**config.mk**
```make
export PLATFORM = sky130hd
export DESIGN_NAME = combined_lcg_shuffled_random
export DESIGN_NICKNAME = d
export VERILOG_FILES = /design/src/rtl/clsr_pkg.sv /design/src/rtl/clsr_ctrl.sv /design/src/rtl/clsr_dp.sv /design/src/rtl/combined_lcg_shuffled_random.sv
export SDC_FILE = /design/constraint.sdc
export NUM_CORES = 2
export LEC_CHECK = 0
export BUFFER_PORTS_ARGS = -buffer_cell sky130_fd_sc_hd__clkbuf_2
export CAP_MARGIN = 20
export CORE_MARGIN = 5
export CORE_UTILIZATION = 35
export CTS_CLUSTER_SIZE = 25
export DETAILED_ROUTE_END_ITERATION = 10
export PLACE_DENSITY = 0.48
export SKIP_LAST_GASP = 1
export SYNTH_ARGS = -nofsm -noshare
export SYNTH_HDL_FRONTEND = slang
export SYNTH_SLANG_ARGS = --single-unit
export TNS_END_PERCENT = 30
```
**constraint.sdc**
```tcl
create_clock -name clk -period 7.4 [get_ports clk]
set_clock_uncertainty 0.15 [all_clocks]
set_input_delay 1.11 -clock clk [delete_from_list [all_inputs] [get_ports clk]]
set_output_delay 1.11 -clock clk [all_outputs]
set_load 0.01 [all_outputs]
```
**src/rtl/clsr_pkg.sv**
```systemverilog
`default_nettype none
// ----------------------------------------------------------------------------
// clsr_pkg
// Constants, command struct and modular fold function shared by the
// combined generator controller, datapath and top level.
// ----------------------------------------------------------------------------
package clsr_pkg;

    localparam int TABLE_SIZE = 32;
    localparam int WARMUP     = 8;

    localparam int VAL_W  = 31;
    localparam int MUL_W  = 16;
    localparam int PROD_W = VAL_W + MUL_W;
    localparam int FOLD_W = 8;
    localparam int SLOT_W = $clog2(TABLE_SIZE);
    localparam int CNT_W  = $clog2(TABLE_SIZE + WARMUP);
    localparam int Q_W    = SLOT_W + 2;

    localparam logic [31:0] MOD1       = 32'd2147483563;
    localparam logic [31:0] MOD2       = 32'd2147483399;
    localparam logic [31:0] MOD1_LESS1 = MOD1 - 32'd1;
    localparam logic [MUL_W-1:0] MUL1  = 16'd40014;
    localparam logic [MUL_W-1:0] MUL2  = 16'd40692;

    // 2^31 reduced modulo each modulus
    localparam logic [FOLD_W-1:0] FOLD1 = FOLD_W'(64'h8000_0000 - 64'(MOD1));
    localparam logic [FOLD_W-1:0] FOLD2 = FOLD_W'(64'h8000_0000 - 64'(MOD2));

    localparam logic [VAL_W-1:0] SEED2 = 31'd123456789;

    localparam logic [31:0] SLOT_DIV = 32'd1 + MOD1_LESS1 / 32'(TABLE_SIZE);
    localparam logic [Q_W-1:0] RECIP = Q_W'(64'h8000_0000 / 64'(SLOT_DIV));

    typedef struct packed {
        logic             load;
        logic             mul;
        logic             fold_x;
        logic             fold_sg;
        logic             tbl_wr;
        logic             ld_wr;
        logic [CNT_W-1:0] idx;
        logic             slot_calc;
        logic             finish;
    } clsr_cmd_t;

    // p mod m, with c = 2^31 mod m and p below 2^(31+16)
    function automatic logic [VAL_W-1:0] lehmer_fold(
        input logic [PROD_W-1:0] p,
        input logic [FOLD_W-1:0] c,
        input logic [31:0]       m
    );
        logic [MUL_W+FOLD_W-1:0] hc;
        logic [31:0]             s;
        hc = (MUL_W+FOLD_W)'(p[PROD_W-1:VAL_W]) * (MUL_W+FOLD_W)'(c);
        s  = 32'(p[VAL_W-1:0]) + 32'(hc);
        if (s >= m)
        begin
            s = s - m;
        end
        return s[VAL_W-1:0];
    endfunction

endpackage
`default_nettype wire

```
**src/rtl/clsr_ctrl.sv**
```systemverilog
`default_nettype none
// ----------------------------------------------------------------------------
// clsr_ctrl
// Sequencer for load, warm-up steps, draw steps and the output register
// handshake.
// ----------------------------------------------------------------------------
module clsr_ctrl (
    input  wire logic                clk,
    input  wire logic                rst_n,
    input  wire logic                in_valid,
    output logic                     in_ready,
    output logic                     out_valid,
    input  wire logic                out_ready,
    input  wire logic                need_reseed,
    output clsr_pkg::clsr_cmd_t      ctl
);

    typedef enum logic [2:0] {
        ST_IDLE,
        ST_W_MUL,
        ST_W_FOLD,
        ST_D_MUL,
        ST_D_RED,
        ST_D_OUT
    } state_t;

    state_t                       state_reg, state_next;
    logic [clsr_pkg::CNT_W-1:0]   cnt_reg, cnt_next;
    logic                         out_valid_reg, out_valid_next;

    always_comb
    begin
        state_next     = state_reg;
        cnt_next       = cnt_reg;
        out_valid_next = out_valid_reg;
        ctl            = '0;
        if (out_valid_reg && out_ready)
        begin
            out_valid_next = 1'b0;
        end
        case (state_reg)
            ST_IDLE:
            begin
                if (in_valid)
                begin
                    ctl.load = 1'b1;
                    if (need_reseed)
                    begin
                        cnt_next   = clsr_pkg::CNT_W'(clsr_pkg::TABLE_SIZE
                                                      + clsr_pkg::WARMUP - 1);
                        state_next = ST_W_MUL;
                    end
                    else
                    begin
                        state_next = ST_D_MUL;
                    end
                end
            end
            ST_W_MUL:
            begin
                ctl.mul    = 1'b1;
                state_next = ST_W_FOLD;
            end
            ST_W_FOLD:
            begin
                ctl.fold_x = 1'b1;
                ctl.idx    = cnt_reg;
                ctl.tbl_wr = cnt_reg < clsr_pkg::CNT_W'(clsr_pkg::TABLE_SIZE);
                ctl.ld_wr  = cnt_reg == '0;
                if (cnt_reg == '0)
                begin
                    state_next = ST_D_MUL;
                end
                else
                begin
                    cnt_next   = cnt_reg - clsr_pkg::CNT_W'(1);
                    state_next = ST_W_MUL;
                end
            end
            ST_D_MUL:
            begin
                ctl.mul    = 1'b1;
                state_next = ST_D_RED;
            end
            ST_D_RED:
            begin
                ctl.fold_x    = 1'b1;
                ctl.fold_sg   = 1'b1;
                ctl.slot_calc = 1'b1;
                state_next    = ST_D_OUT;
            end
            ST_D_OUT:
            begin
                if (!out_valid_reg || out_ready)
                begin
                    ctl.finish     = 1'b1;
                    out_valid_next = 1'b1;
                    state_next     = ST_IDLE;
                end
            end
            default:
            begin
                state_next = ST_IDLE;
            end
        endcase
    end

    always_ff @(posedge clk or negedge rst_n)
    begin
        if (!rst_n)
        begin
            state_reg     <= ST_IDLE;
            cnt_reg       <= '0;
            out_valid_reg <= 1'b0;
        end
        else
        begin
            state_reg     <= state_next;
            cnt_reg       <= cnt_next;
            out_valid_reg <= out_valid_next;
        end
    end

    assign in_ready  = state_reg == ST_IDLE;
    assign out_valid = out_valid_reg;

    a_reseed_start: assert property (@(posedge clk) disable iff (!rst_n)
        (in_valid && in_ready && need_reseed) |=>
        (state_reg == ST_W_MUL && cnt_reg == clsr_pkg::CNT_W'(clsr_pkg::TABLE_SIZE
                                                             + clsr_pkg::WARMUP - 1)))
        else $error("reseed did not start the warm-up sequence");

    a_warm_end: assert property (@(posedge clk) disable iff (!rst_n)
        (state_reg == ST_W_FOLD && cnt_reg == '0) |=> state_reg == ST_D_MUL)
        else $error("warm-up did not hand over to the draw");

    a_finish: assert property (@(posedge clk) disable iff (!rst_n)
        ctl.finish |=> (out_valid_reg && state_reg == ST_IDLE))
        else $error("finished draw not presented");

    a_stall_hold: assert property (@(posedge clk) disable iff (!rst_n)
        (state_reg == ST_D_OUT && out_valid_reg && !out_ready) |=>
        state_reg == ST_D_OUT)
        else $error("draw overwrote a pending result");

endmodule
`default_nettype wire

```
**src/rtl/clsr_dp.sv**
```systemverilog
`default_nettype none
// ----------------------------------------------------------------------------
// clsr_dp
// Generator state, shared multiply and fold unit, slot divider and
// shuffle table.
// ----------------------------------------------------------------------------
module clsr_dp (
    input  wire logic                           clk,
    input  wire logic                           rst_n,
    input  wire clsr_pkg::clsr_cmd_t            ctl,
    input  wire logic                           cmd,
    input  wire logic signed [31:0]             seed_value,
    output logic                                need_reseed,
    output logic [clsr_pkg::VAL_W-1:0]          draw,
    output logic [clsr_pkg::VAL_W-1:0]          first_gen_value
);

    localparam int VAL_W  = clsr_pkg::VAL_W;
    localparam int PROD_W = clsr_pkg::PROD_W;
    localparam int Q_W    = clsr_pkg::Q_W;
    localparam int SLOT_W = clsr_pkg::SLOT_W;
    localparam int TS     = clsr_pkg::TABLE_SIZE;

    logic [VAL_W-1:0]  fg_reg, sg_reg, ld_reg, x_reg;
    logic [VAL_W-1:0]  shuf_reg [TS];
    logic [PROD_W-1:0] p1_reg, p2_reg;
    logic [Q_W-1:0]    q_reg;
    logic [SLOT_W-1:0] slot_reg;
    logic [VAL_W-1:0]  draw_reg, fgv_reg;

    logic [31:0]            seed_neg;
    logic [VAL_W-1:0]       seed_mag, reseed_val, plain_val;
    logic [VAL_W-1:0]       x_fold, sg_fold;
    logic [VAL_W+Q_W-1:0]   q_prod;
    logic [Q_W+31:0]        thr;
    logic [Q_W-1:0]         q_fix;
    logic [SLOT_W-1:0]      slot_next;
    logic [32:0]            diff;
    logic [32:0]            y_sum;
    logic [VAL_W-1:0]       y;

    // magnitude of a nonpositive seed, 1 for zero, saturated for the most negative
    always_comb
    begin
        seed_neg = 32'(-seed_value);
        if (seed_value == 32'sd0)
        begin
            seed_mag = VAL_W'(1);
        end
        else if (seed_neg[31])
        begin
            seed_mag = {VAL_W{1'b1}};
        end
        else
        begin
            seed_mag = seed_neg[VAL_W-1:0];
        end
        need_reseed = cmd ? (fg_reg == '0) : (seed_value[31] || seed_value == 32'sd0);
        reseed_val  = cmd ? VAL_W'(1) : seed_mag;
        plain_val   = cmd ? fg_reg : seed_value[VAL_W-1:0];
    end

    assign x_fold  = clsr_pkg::lehmer_fold(p1_reg, clsr_pkg::FOLD1, clsr_pkg::MOD1);
    assign sg_fold = clsr_pkg::lehmer_fold(p2_reg, clsr_pkg::FOLD2, clsr_pkg::MOD2);

    // slot estimate by reciprocal, then one correction step
    assign q_prod = (VAL_W+Q_W)'(ld_reg) * (VAL_W+Q_W)'(clsr_pkg::RECIP);

    always_comb
    begin
        thr   = ((Q_W+32)'(q_reg) + (Q_W+32)'(1)) * (Q_W+32)'(clsr_pkg::SLOT_DIV);
        q_fix = ((Q_W+32)'(ld_reg) >= thr) ? q_reg + Q_W'(1) : q_reg;
        if (q_fix >= Q_W'(TS))
        begin
            slot_next = SLOT_W'(TS - 1);
        end
        else
        begin
            slot_next = q_fix[SLOT_W-1:0];
        end
    end

    always_comb
    begin
        diff  = {2'b00, shuf_reg[slot_reg]} - {2'b00, sg_reg};
        y_sum = diff;
        if (diff[32] || diff == '0)
        begin
            y_sum = diff + {1'b0, clsr_pkg::MOD1_LESS1};
        end
        y = y_sum[VAL_W-1:0];
    end

    always_ff @(posedge clk or negedge rst_n)
    begin
        if (!rst_n)
        begin
            fg_reg <= '0;
            sg_reg <= clsr_pkg::SEED2;
            ld_reg <= '0;
            for (int i = 0; i < TS; i++)
            begin
                shuf_reg[i] <= '0;
            end
        end
        else
        begin
            if (ctl.load && need_reseed)
            begin
                sg_reg <= reseed_val;
            end
            else if (ctl.fold_sg)
            begin
                sg_reg <= sg_fold;
            end
            if (ctl.ld_wr)
            begin
                ld_reg <= x_fold;
            end
            else if (ctl.finish)
            begin
                ld_reg <= y;
            end
            if (ctl.tbl_wr)
            begin
                shuf_reg[ctl.idx[SLOT_W-1:0]] <= x_fold;
            end
            else if (ctl.finish)
            begin
                shuf_reg[slot_reg] <= x_reg;
            end
            if (ctl.finish)
            begin
                fg_reg <= x_reg;
            end
        end
    end

    always_ff @(posedge clk)
    begin
        if (ctl.load)
        begin
            x_reg <= need_reseed ? reseed_val : plain_val;
        end
        else if (ctl.fold_x)
        begin
            x_reg <= x_fold;
        end
        if (ctl.mul)
        begin
            p1_reg <= PROD_W'(x_reg) * PROD_W'(clsr_pkg::MUL1);
            p2_reg <= PROD_W'(sg_reg) * PROD_W'(clsr_pkg::MUL2);
            q_reg  <= q_prod[VAL_W+Q_W-1:VAL_W];
        end
        if (ctl.slot_calc)
        begin
            slot_reg <= slot_next;
        end
        if (ctl.finish)
        begin
            draw_reg <= y;
            fgv_reg  <= x_reg;
        end
    end

    assign draw            = draw_reg;
    assign first_gen_value = fgv_reg;

endmodule
`default_nettype wire

```
**src/rtl/combined_lcg_shuffled_random.sv**
```systemverilog
`default_nettype none
// ----------------------------------------------------------------------------
// combined_lcg_shuffled_random
// Two combined multiplicative congruential generators behind a shuffle table.
//
// Input channel (in_valid/in_ready, cmd, seed_value): one transfer asks for
// one draw. cmd 0 takes seed_value as the first-generator value, cmd 1 the
// value kept from the previous draw. A zero or negative value reseeds.
// Output channel (out_valid/out_ready, draw, first_gen_value): one transfer
// per request, in request order.
// An ordinary draw runs multiply, then fold and slot divide, then table
// update, where the result is registered for output; the next request is
// taken after that. A reseed first runs 40 warm-up steps, each a multiply
// and a fold, through the single shared multiply and fold unit.
// The result sits in an output register; the next request is taken and
// worked while it waits, and only the final table update holds until the
// receiver takes the pending result.
// Reset clears the table, the kept values and the output valid flag (draw
// and first_gen_value are not reset), and loads the second generator with its fixed start value.
// ----------------------------------------------------------------------------
module combined_lcg_shuffled_random (
    input  wire logic                         clk,
    input  wire logic                         rst_n,
    input  wire logic                         in_valid,
    output logic                              in_ready,
    input  wire logic                         cmd,
    input  wire logic signed [31:0]           seed_value,
    output logic                              out_valid,
    input  wire logic                         out_ready,
    output logic [clsr_pkg::VAL_W-1:0]        draw,
    output logic [clsr_pkg::VAL_W-1:0]        first_gen_value
);

    clsr_pkg::clsr_cmd_t ctl;
    logic                need_reseed;

    clsr_ctrl u_ctrl (
        .clk         (clk),
        .rst_n       (rst_n),
        .in_valid    (in_valid),
        .in_ready    (in_ready),
        .out_valid   (out_valid),
        .out_ready   (out_ready),
        .need_reseed (need_reseed),
        .ctl         (ctl)
    );

    clsr_dp u_dp (
        .clk             (clk),
        .rst_n           (rst_n),
        .ctl             (ctl),
        .cmd             (cmd),
        .seed_value      (seed_value),
        .need_reseed     (need_reseed),
        .draw            (draw),
        .first_gen_value (first_gen_value)
    );

endmodule
`default_nettype wire
```
==> metrics <==
worst setup path class=flip-flop to flip-flop; Synth-to-Final Area Change=14.7%; Vias=a little over 70,000; vias in the first global route=approximately 73,000; Routed wire per std cell=between 30 and 40 um; Post-Synth XOR/XNOR Area=2.20%; port bufs=100; largest family of logic cells by synthesized area=compound AO/OA/AOI/OAI gates; max FFs per register=around 1,000; outcome=finished, final reports clean; number of max-cap violations=0; clk sink count=1,289; antenna-violating nets left=0; YS warnings=0; required time of the critical path=~7800 ps; slew of the pin with the lowest slew margin=~1300 ps; initial core utilization=about a third; io pins=approximately 100; hold buffer count at CTS=0; nets=about 9,400; Clock Path Buffers=3; r2r setup slk=between 200 and 300 ps; number of buffers created by CTS=about 160; CTS tree=yes; Via density=around 6.1; Critical Path AT=about 7600 ps; DRT iter0 DRCs=roughly 8,700; fmax=between 100 and 150 MHz; post-synthesis sequential area ratio=37.9%; post-synthesis compound-gate area fraction=approximately a fifth; Synth Flop Type=dfrtp_1; Slew HR=13.3%; Final Max Tran Viols=0; Gate Count Post-Synth=just over 8,000; Post-Layout Cell Count=11,900; CP Max Fanout=5; post-synthesis cell type count=approximately 100; drt first pass iters=6; routing usage on met2=42.4%; DIE HEIGHT=between 500 and 600 um; core area=between 200,000 and 250,000 um^2; Final Setup Violations=0; largest net degree at the start of global routing=177; Worst Reg-to-Reg Cells=22; GRT Max-Usage Layer=met2; RePlAce Congestion=between 0.9 and 1; clk_lat worst skew=roughly 900 ps; post-synthesis adder-cell area fraction=between 10% and 20%; GRT Total Usage=between 20 and 30%; layout cells sized above 1=15.4%; met1 usage=36.7%; Setup TNS Final=0 ps; final hold violation count=0; RR Endpoint=u_dp.p1_reg[44]; EDFF count, synth=slightly below 200; RR Startpoint=u_dp.x_reg[6]; share of synthesized registers carrying an async set or reset=approximately 85%; root buf cell=clkbuf_16; Mean Syn Cell Area=10.5 um^2; dpl hpwl=about 250,000 um; crit path launch type=flip-flop; RSZ-0062 raised after global routing=yes; drc violations=0; placed instance count=approximately 12,000; mux cell area share after synthesis=between 6 and 7%; met3 Use GR=7.82%; clk slew on worst S/H paths=70 ps; total length of routed wires=367,000 um; htree depth=4; Syn Nets=about 9,400; Mapped Area=roughly 90,000 um^2; hold crit path type=primary input to async pin; Die W=510 um; global route overflow=0; Seq cells post-synth=about 1,300; Synth Area in Simple Gates=under 10%; initial antenna violation count=40; first-pass GRT wire length=529,000 um; Tcrit/Tclk final=between 90% and 100%; Die ar.=about 260,000 um^2; Rows=roughly 180; minimum clock period=7120 ps; Crit. End Element=flip-flop
through the flow:
stage	hold slack, ps	cell area (um^2)	setup WS, ps	util, %
detailed placement	317	94800	-40.7	38.1
finish	114	101000	277	40.4
global route	163	100000	-65.7	40.4
floorplan	294	87600	655	-
CTS	170	100000	57.7	40.3
global placement	313	94700	-41.3	38.0
synthesized netlist by cell type, types with 30 or more instances:
cell type / number / area share, %
dfrtp_1: 1079 / 31
a22oi_1: 827 / 7.1
o21ai_0: 823 / 4.7
inv_1: 747 / 3.2
nand2_1: 612 / 2.6
clkbuf_1: 587 / 2.5
ha_1: 541 / 7.7
fa_1: 465 / 11
o221ai_1: 332 / 3.3
mux4_2: 248 / 6.4
a21oi_1: 226 / 1.3
nor2_1: 219 / 0.94
edfxtp_1: 194 / 6.6
xnor2_1: 134 / 1.3
a21o_1: 104 / 0.89
xor2_1: 86 / 0.86
nor3_1: 76 / 0.43
nand3_1: 69 / 0.39
buf_1: 66 / 0.28
nand4_1: 62 / 0.44
and3_1: 49 / 0.35
and2_1: 46 / 0.33
a211oi_1: 42 / 0.36
nand2b_1: 40 / 0.29
o21a_1: 40 / 0.34
mux2i_1: 35 / 0.40
nor4_1: 32 / 0.23
o211ai_1: 31 / 0.27
a211o_1: 30 / 0.30
layer usage:
layer	up-vias	part of all wire (%)
met5	-	0.036
met4	14	4.9
met3	794	9.9
met2	3690	44
met1	37500	41
li1	30700	-
cell type report:
class / count / area, um^2
Fill cell: 24200 / 148000
Multi-Input combinational cell: 5590 / 49800
Sequential cell: 1289 / 33200
Timing Repair Buffer: 599 / 4950
Clock buffer: 222 / 4580
Tap cell: 3330 / 4170
Inverter: 748 / 2810
Clock inverter: 66 / 882
Antenna cell: 26 / 65.1
critical path, cell delays in order, from the launching register on:
cell      delay [ps]
edfxtp_1         530
buf_4            220
fa_1             440
ha_1             320
fa_1             550
fa_1             450
fa_1             490
inv_1             50
fa_1             490
inv_1             50
ha_1             340
and3_1           210
a221oi_1         110
nor3b_1          150
o21ai_0          130
nand4_1          160
a31oi_1          500
a31oi_1          270
o21ai_0          390
nand4_1          230
a211o_1          340
a31oi_1          190
xnor2_1           80
cell usage in the layout, fill, tap and decap left out, types with 23 or more instances in the layout:
cell / n
a211o_1: 30
a21o_1: 103
a21oi_1: 217
a221o_1: 25
a22oi_1: 801
a22oi_2: 26
a2bb2oi_1: 23
and2_1: 55
and3_1: 46
buf_12: 54
buf_4: 440
clkbuf_1: 27
clkbuf_16: 159
clkbuf_2: 99
clkbuf_8: 36
clkinv_2: 28
dfrtp_1: 1079
diode_2: 26
edfxtp_1: 194
fa_1: 464
ha_1: 540
inv_1: 745
mux2i_1: 35
mux4_2: 248
nand2_1: 605
nand2b_1: 40
nand3_1: 69
nand4_1: 62
nor2_1: 216
nor2b_1: 28
nor3_1: 69
nor4_1: 31
o211ai_1: 31
o21a_1: 40
o21ai_0: 821
o221ai_1: 332
or2_2: 25
xnor2_1: 130
xor2_1: 80
repair_timing:
action | 4_1_cts | 5_1_grt
gates resized for setup | 1 | 15
setup endpoints to repair | 5 | 80
pin swaps | 1 | 3
setup buffers | 1 | 14
logic make-up (layout without fill, tap and decap cells):
kind of cell,after synthesis,after routing
buffers and inverters,1429,1635
adders and majority gates,1006,1006
xor gates and xnor gates,220,220
other,0,26
muxes,294,294
DFF,1289,1289
and+or+nand+nor,1349,1349
AOI/OAI and AO/OA,2721,2721
worst max-delay path by stage:
stage / startpoint / endpoint / slack [ps]
floorplan: u_dp.slot_reg[0] / u_dp.ld_reg[2] / 650
global placement: u_dp.q_reg[0] / u_dp.slot_reg[2] / -40
detailed placement: u_dp.q_reg[0] / u_dp.slot_reg[2] / -40
CTS: u_dp.q_reg[0] / u_dp.slot_reg[2] / 60
global route: u_dp.p1_reg[36] / u_dp.shuf_reg[522] / -70
finish: u_dp.x_reg[6] / u_dp.p1_reg[44] / 280
Power is not shown: default switching activity piles up to over one toggle a cycle in this logic, so the estimate is an artifact.
